===== src/rsfr_pkg.sv =====
`timescale 1ns / 1ps
package rsfr_pkg;

  localparam int unsigned BYTE_W = 8;
  localparam int unsigned IDX_W  = 6;
  localparam int unsigned LEN_W  = 7;
  localparam int unsigned TICK_W = 16;

  localparam logic [TICK_W-1:0] TICKS_RESET = 16'd4;

  localparam logic [1:0] MODE_INIT  = 2'd0;
  localparam logic [1:0] MODE_IDLE  = 2'd1;
  localparam logic [1:0] MODE_RECV  = 2'd2;
  localparam logic [1:0] MODE_ERROR = 2'd3;

  typedef struct packed {
    logic              wr_en;
    logic [IDX_W-1:0]  wr_addr;
    logic [BYTE_W-1:0] wr_data;
    logic              rd_en;
    logic [IDX_W-1:0]  rd_addr;
  } rsfr_mem_req_t;

endpackage


===== src/rsfr_store.sv =====
`timescale 1ns / 1ps
module rsfr_store #(
  parameter int unsigned FRAME_BYTES = 64
) (
  input  logic                          clk_i,
  input  rsfr_pkg::rsfr_mem_req_t       req_i,
  output logic [rsfr_pkg::BYTE_W-1:0]   rdata_o
);
  import rsfr_pkg::*;

  localparam int unsigned AW = (FRAME_BYTES > 1) ? $clog2(FRAME_BYTES) : 1;

  logic [BYTE_W-1:0] mem [FRAME_BYTES];
  logic [BYTE_W-1:0] rdata_q;

  always_ff @(posedge clk_i) begin
    if (req_i.wr_en) begin
      mem[req_i.wr_addr[AW-1:0]] <= req_i.wr_data;
    end
  end

  always_ff @(posedge clk_i) begin
    if (req_i.rd_en) begin
      rdata_q <= mem[req_i.rd_addr[AW-1:0]];
    end
  end

  assign rdata_o = rdata_q;

endmodule


===== src/rsfr_ctrl.sv =====
`timescale 1ns / 1ps
module rsfr_ctrl #(
  parameter int unsigned FRAME_BYTES = 64
) (
  input  logic                          clk_i,
  input  logic                          rst_ni,
  input  logic                          cfg_we_i,
  input  logic [rsfr_pkg::TICK_W-1:0]   cfg_silence_ticks_i,
  input  logic                          in_valid_i,
  output logic                          in_ready_o,
  input  logic                          cmd_i,
  input  logic [rsfr_pkg::BYTE_W-1:0]   rx_byte_i,
  input  logic                          tx_busy_i,
  output logic                          out_valid_o,
  input  logic                          out_ready_i,
  output logic [rsfr_pkg::BYTE_W-1:0]   frame_byte_o,
  output logic [rsfr_pkg::IDX_W-1:0]    byte_index_o,
  output logic [rsfr_pkg::LEN_W-1:0]    frame_length_o,
  output logic                          frame_last_o,
  output rsfr_pkg::rsfr_mem_req_t       mem_req_o,
  input  logic [rsfr_pkg::BYTE_W-1:0]   mem_rdata_i
);
  import rsfr_pkg::*;

  localparam int unsigned CW = $clog2(FRAME_BYTES + 1);

  logic [TICK_W-1:0] ticks_q;
  logic [1:0]        mode_q, mode_d;
  logic [CW-1:0]     wr_cnt_q, wr_cnt_d;
  logic [TICK_W-1:0] sil_cnt_q, sil_cnt_d;
  logic              run_q, run_d;

  logic              emit_q, emit_d;
  logic [CW-1:0]     len_q, len_d;
  logic [CW-1:0]     rd_idx_q, rd_idx_d;
  logic              infl_q;
  logic [CW-1:0]     infl_idx_q;

  logic              ov_q;
  logic [BYTE_W-1:0] ob_q;
  logic [CW-1:0]     oidx_q;
  logic [CW-1:0]     olen_q;
  logic              olast_q;

  logic              in_acc;
  logic              rd_en;
  logic [TICK_W-1:0] sil_inc;

  assign in_ready_o = !emit_q;
  assign in_acc     = in_valid_i && in_ready_o;
  // next read only when the output register is sure to be free
  assign rd_en      = emit_q && !infl_q && (!ov_q || out_ready_i);
  assign sil_inc    = (sil_cnt_q == '1) ? sil_cnt_q : sil_cnt_q + TICK_W'(1);

  always_comb begin
    mode_d    = mode_q;
    wr_cnt_d  = wr_cnt_q;
    sil_cnt_d = sil_cnt_q;
    run_d     = run_q;
    emit_d    = emit_q;
    len_d     = len_q;
    rd_idx_d  = rd_idx_q;

    mem_req_o         = '0;
    mem_req_o.wr_data = rx_byte_i;
    mem_req_o.rd_en   = rd_en;
    mem_req_o.rd_addr = IDX_W'(rd_idx_q);

    if (in_acc) begin
      if (!cmd_i) begin
        if (!tx_busy_i) begin
          case (mode_q)
            MODE_IDLE: begin
              mem_req_o.wr_en   = 1'b1;
              mem_req_o.wr_addr = '0;
              wr_cnt_d          = CW'(1);
              mode_d            = MODE_RECV;
            end
            MODE_RECV: begin
              if (wr_cnt_q < CW'(FRAME_BYTES)) begin
                mem_req_o.wr_en   = 1'b1;
                mem_req_o.wr_addr = IDX_W'(wr_cnt_q);
                wr_cnt_d          = wr_cnt_q + CW'(1);
              end else begin
                mode_d = MODE_ERROR;
              end
            end
            default: begin
            end
          endcase
          sil_cnt_d = '0;
          run_d     = 1'b1;
        end
      end else if (run_q) begin
        if (sil_inc >= ticks_q) begin
          // silence expired: close out the current mode
          run_d     = 1'b0;
          sil_cnt_d = '0;
          if (mode_q == MODE_RECV) begin
            emit_d   = 1'b1;
            len_d    = wr_cnt_q;
            rd_idx_d = '0;
          end
          mode_d = MODE_IDLE;
        end else begin
          sil_cnt_d = sil_inc;
        end
      end
    end

    if (rd_en) begin
      rd_idx_d = rd_idx_q + CW'(1);
      if (rd_idx_q + CW'(1) == len_q) begin
        emit_d = 1'b0;
      end
    end
  end

  always_ff @(posedge clk_i or negedge rst_ni) begin
    if (!rst_ni) begin
      ticks_q   <= TICKS_RESET;
      mode_q    <= MODE_INIT;
      wr_cnt_q  <= '0;
      sil_cnt_q <= '0;
      run_q     <= 1'b1;
      emit_q    <= 1'b0;
      len_q     <= '0;
      rd_idx_q  <= '0;
      infl_q    <= 1'b0;
      ov_q      <= 1'b0;
    end else begin
      if (cfg_we_i) begin
        ticks_q <= cfg_silence_ticks_i;
      end
      mode_q    <= mode_d;
      wr_cnt_q  <= wr_cnt_d;
      sil_cnt_q <= sil_cnt_d;
      run_q     <= run_d;
      emit_q    <= emit_d;
      len_q     <= len_d;
      rd_idx_q  <= rd_idx_d;
      infl_q    <= rd_en;
      if (infl_q) begin
        ov_q <= 1'b1;
      end else if (out_ready_i) begin
        ov_q <= 1'b0;
      end
    end
  end

  // payload registers
  always_ff @(posedge clk_i) begin
    if (rd_en) begin
      infl_idx_q <= rd_idx_q;
    end
    if (infl_q) begin
      ob_q    <= mem_rdata_i;
      oidx_q  <= infl_idx_q;
      olen_q  <= len_q;
      olast_q <= (infl_idx_q + CW'(1)) == len_q;
    end
  end

  assign out_valid_o    = ov_q;
  assign frame_byte_o   = ob_q;
  assign byte_index_o   = IDX_W'(oidx_q);
  assign frame_length_o = LEN_W'(olen_q);
  assign frame_last_o   = olast_q;

endmodule


===== src/rtu_silence_frame_receiver.sv =====
`timescale 1ns / 1ps
// channel | signals                                         | direction
// in      | in_valid_i/in_ready_o, cmd_i, rx_byte_i, tx_busy_i | request in
// out     | out_valid_o/out_ready_i, frame_byte_o, byte_index_o,
//         | frame_length_o, frame_last_o                    | request out
// cfg     | cfg_we_i, cfg_silence_ticks_i                   | write only
//
// a byte or tick request is taken with in_ready_o; any store write happens then
// an expiry that closes a frame walks the store, reading a byte only after the
// last byte has left the frame memory's read register for the output register
// in_ready_o is low while the walk is reading; the last byte may still wait
// no clearing pass after reset: only bytes of the current frame are read out
module rtu_silence_frame_receiver #(
  parameter int unsigned FRAME_BYTES = 64
) (
  input  logic                          clk_i,
  input  logic                          rst_ni,
  input  logic                          cfg_we_i,
  input  logic [rsfr_pkg::TICK_W-1:0]   cfg_silence_ticks_i,
  input  logic                          in_valid_i,
  output logic                          in_ready_o,
  input  logic                          cmd_i,
  input  logic [rsfr_pkg::BYTE_W-1:0]   rx_byte_i,
  input  logic                          tx_busy_i,
  output logic                          out_valid_o,
  input  logic                          out_ready_i,
  output logic [rsfr_pkg::BYTE_W-1:0]   frame_byte_o,
  output logic [rsfr_pkg::IDX_W-1:0]    byte_index_o,
  output logic [rsfr_pkg::LEN_W-1:0]    frame_length_o,
  output logic                          frame_last_o
);
  import rsfr_pkg::*;

  rsfr_mem_req_t     mem_req;
  logic [BYTE_W-1:0] mem_rdata;

  rsfr_store #(
    .FRAME_BYTES(FRAME_BYTES)
  ) u_store (
    .clk_i   (clk_i),
    .req_i   (mem_req),
    .rdata_o (mem_rdata)
  );

  rsfr_ctrl #(
    .FRAME_BYTES(FRAME_BYTES)
  ) u_ctrl (
    .clk_i               (clk_i),
    .rst_ni              (rst_ni),
    .cfg_we_i            (cfg_we_i),
    .cfg_silence_ticks_i (cfg_silence_ticks_i),
    .in_valid_i          (in_valid_i),
    .in_ready_o          (in_ready_o),
    .cmd_i               (cmd_i),
    .rx_byte_i           (rx_byte_i),
    .tx_busy_i           (tx_busy_i),
    .out_valid_o         (out_valid_o),
    .out_ready_i         (out_ready_i),
    .frame_byte_o        (frame_byte_o),
    .byte_index_o        (byte_index_o),
    .frame_length_o      (frame_length_o),
    .frame_last_o        (frame_last_o),
    .mem_req_o           (mem_req),
    .mem_rdata_i         (mem_rdata)
  );

endmodule


===== config.mk =====
export PLATFORM = sky130hd
export DESIGN_NAME = rtu_silence_frame_receiver
export DESIGN_NICKNAME = d
export VERILOG_FILES = /design/src/rsfr_pkg.sv /design/src/rsfr_store.sv /design/src/rsfr_ctrl.sv /design/src/rtu_silence_frame_receiver.sv
export SDC_FILE = /design/constraint.sdc
export NUM_CORES = 1
export LEC_CHECK = 0
export ABC_CLOCK_PERIOD_IN_PS = 4900
export BUFFER_PORTS_ARGS = -buffer_cell sky130_fd_sc_hd__buf_2
export CAP_MARGIN = 20
export CORE_MARGIN = 1.5
export CORE_UTILIZATION = 65
export CTS_BUF_LIST = sky130_fd_sc_hd__clkbuf_8
export DETAILED_ROUTE_END_ITERATION = 10
export PLACE_DENSITY_LB_ADDON = 0.05
export SLEW_MARGIN = 15
export SYNTH_ARGS = -nofsm -noshare
export SYNTH_HDL_FRONTEND = slang
export SYNTH_SLANG_ARGS = --single-unit

===== constraint.sdc =====
create_clock -name clk_i -period 4.9 [get_ports clk_i]
set_input_delay 0.98 -clock clk_i [delete_from_list [all_inputs] [get_ports clk_i]]
set_output_delay 0.98 -clock clk_i [all_outputs]
set_load 0.02 [all_outputs]

==> flow_metrics.py <==
metrics = {
    "pwr": {
        "power.leakage_uw": 0.00904,
        "vdd_drop_max_uv": 288,
        "powerDensity_nw_per_um2": 404,
    },
    "worst_setup_path": {
        "timing.rr.start": "u_ctrl.sil_cnt_q[6]",
        "endpoint_kind": "flop",
        "worstSetupStartpointType": "flop",
        "critPathMaxFanout": 15,
        "worst-r2r-setup-slack_ps": 960,
        "crit_start": "u_ctrl.sil_cnt_q[6]",
        "worstSetupPathType": "reg -> reg",
        "endpoint": "u_ctrl.len_q[1]",
        "r2r_cells": 12,
        "critPathArrivalTime_ps": 4480,
        "regToRegEndpoint": "u_ctrl.len_q[1]",
        "cp.required_ps": 5440,
    },
    "clocking": {
        "cts_tree": "done",
        "clk_pin_slew_ps": 60,
        "insertion_delay_ps": 670,
        "post_cts_buffers": 0,
        "htree_num_levels": 3,
        "clkSinkCount": 608,
        "clockRootBuffer": "clkbuf_8",
        "clk_path_buf_depth": 3,
        "cts_hold_buffers": 0,
        "cts-buffers-inserted": 95,
        "post_cts_resized": 0,
    },
    "drt": {
        "vias": 12900,
        "drt-initial-drc-count": 1292,
        "drcViolationCount": 0,
        "postRouteAntennaNets": 0,
        "wl_per_cell_um": 25.1,
        "firstDrtPassIters": 7,
        "drt-total-wl_um": 51600,
        "viasPerCell": 6.25,
    },
    "timing": {
        "rsz0062_at_grt": "false",
        "setup_viol": 0,
        "clock_skew_ps": 26.1,
        "period_needed_ps": 3940,
        "worstMarginPinSlew_ps": 1140,
        "fmax_mhz": 254,
        "hold_viol": 0,
        "slew_viol_final": 0,
        "finalCritPeriodShare_pct": 80.4,
        "tns_ps": 0,
        "slew_headroom_pct": 23.9,
    },
    "status": {
        "status": "complete, no violations",
    },
    "synthesis": {
        "yosys_warnings": 0,
        "synth-main-ff-cell": "edfxtp_1",
        "synthArstFlopShare_pct": 9.70,
        "synth_edf_count": 549,
        "ys_seq_area_share_pct": 73.1,
        "ys_ff_latch": 608,
        "syn_avg_cell_area_um2": 18.5,
        "synthCells": 1325,
        "synth_nets": 1378,
        "synthDistinctLibCells": 56,
        "syn-cell-area_um2": 24600,
    },
    "floorplan": {
        "rows": 71,
        "die_w_um": 197,
        "core_um2": 37400,
        "dieArea_um2": 39000,
        "start_util_pct": 65.7,
        "die_height_um": 197,
        "io_pins": 55,
    },
    "cells_and_area": {
        "antenna_cells": 0,
        "final_common_cell": "edfxtp_1",
        "nets": 1522,
        "syn_to_final_growth_pct": 11.5,
        "utilization_pct": 73.2,
        "mostFrequentLayoutCells": "549 x edfxtp_1, 128 x mux4_2, 96 x clkbuf_8",
        "drive_above_1_share_pct": 24.7,
    },
    "global_routing": {
        "track_usage_pct": 27.6,
        "antenna_found_initial": 0,
        "grt_pass1_vias": 12900,
        "grt_start_max_net_pins": 71,
        "grt_pass1_wl_um": 78100,
        "gr-total-overflow": 0,
    },
    "place": {
        "numPortBuffers": 54,
        "dp_hpwl_um": 32700,
        "place.gp.congestion": 0.853,
    },
    "hold_path": {
        "hold_path_class": "in -> async",
    },
    "run": {
        "drv_cap": 0,
    },
}
-- worst min-delay path by stage --
stage,depth (start not counted),end,start
final,1,u_ctrl.ticks_q[15],rst_ni
after detailed placement,0,u_ctrl.frame_byte_o[0],u_store.rdata_o[0]
after floorplan,0,u_ctrl.frame_byte_o[0],u_store.rdata_o[0]
after CTS,1,u_ctrl.ticks_q[1],rst_ni
after global routing,1,u_ctrl.ticks_q[5],rst_ni
after global placement,0,u_ctrl.frame_byte_o[6],u_store.rdata_o[6]
-- cell usage after synthesis (6+ instances only) --
library cell,count,area (um^2)
ha_1,22,275
buf_1,8,30.0
o21ai_0,30,150
or4_1,8,60.1
dfrtp_1,57,1430
inv_1,23,86.3
buf_6,6,67.6
mux2_2,11,124
nor2_1,88,330
a22o_1,7,61.3
o22ai_1,34,213
nor2b_1,10,62.6
clkbuf_1,25,93.8
xor2_1,15,131
buf_2,23,115
a21oi_1,22,110
mux2i_1,65,651
edfxtp_1,549,16500
nand2_1,55,206
nand4_1,7,43.8
a31oi_1,12,75.1
xnor2_1,14,123
mux4_2,128,2880
nand3_1,27,135
nor3_1,16,80.1
-- area by class of cell --
| class | count | area [um^2] |
|---|---|---|
| Clock inverter | 78 | 437 |
| Clock buffer | 96 | 1320 |
| Sequential cell | 608 | 18000 |
| Inverter | 23 | 86.3 |
| Multi-Input combinational cell | 631 | 6200 |
| Fill cell | 2244 | 10000 |
| Timing Repair Buffer | 110 | 728 |
| Tap cell | 511 | 639 |
-- logic make-up after synthesis --
family                   share of synthesized area (%)
AO/OA/AOI/OAI                                     3.23
AND/OR/NAND/NOR                                   4.96
flip-flops                                        73.1
XOR/XNOR                                          1.03
adder cells (fa/ha/maj)                           1.12
multiplexers                                      14.9
buffers and inverters                             1.63
-- per-layer routing --
metal | global-route usage [%] | share of wire [%] | vias up
met2 | 41.5 | 47 | 545
met5 | 0 | 0 | -
met4 | 9.73 | 2.9 | 0
li1 | - | - | 5650
met3 | 5.98 | 8.0 | 100
met1 | 40.9 | 42 | 6563
-- stage by stage --
stage | area [um^2] | std cells | setup WS, ps | total power, uW | hold WS [ps]
floorplan | 24600 | 1325 | 1470 | 6880 | 400
global placement | 25600 | 1883 | 771 | 7240 | 411
detailed placement | 25600 | 1883 | 780 | 7250 | 421
CTS | 27400 | 2057 | 981 | 11200 | 313
global route | 27400 | 2057 | 612 | 11500 | 336
finish | 27400 | 2057 | 959 | 11100 | 324
-- worst max-delay path, stage by stage, from the launching register on --
cell,delay (ps)
dfrtp_1,430
nand4_1,220
or2_2,360
nor3_1,470
nand3_1,190
xnor2_1,170
ha_1,300
nand2_1,80
nor3_1,240
o311a_1,310
nor3_2,100
nor2_2,550
mux2_2,400
-- registers in the layout, summed over array words and instances, names as in the netlist --
name	flops
u_ctrl.rd_idx_q	7
u_ctrl.infl_q	1
u_ctrl.infl_idx_q	7
u_ctrl.run_q	1
u_store.rdata_o	8
u_ctrl.out_valid_o	1
u_ctrl.frame_last_o	1
u_ctrl.ticks_q	16
u_ctrl.frame_length_o	7
u_ctrl.oidx_q	6
u_ctrl.mode_q	2
u_store.mem	512
u_ctrl.emit_q	1
u_ctrl.frame_byte_o	8
u_ctrl.sil_cnt_q	16
u_ctrl.len_q	7
u_ctrl.wr_cnt_q	7
-- report_power, final --
group | leakage [uW] | switching, uW | internal, uW
combinational | 0.00235 | 633 | 678
sequential | 0.00569 | 118 | 5700
clock | 0.000995 | 1940 | 2000
(Power assumes the default switching activity.)
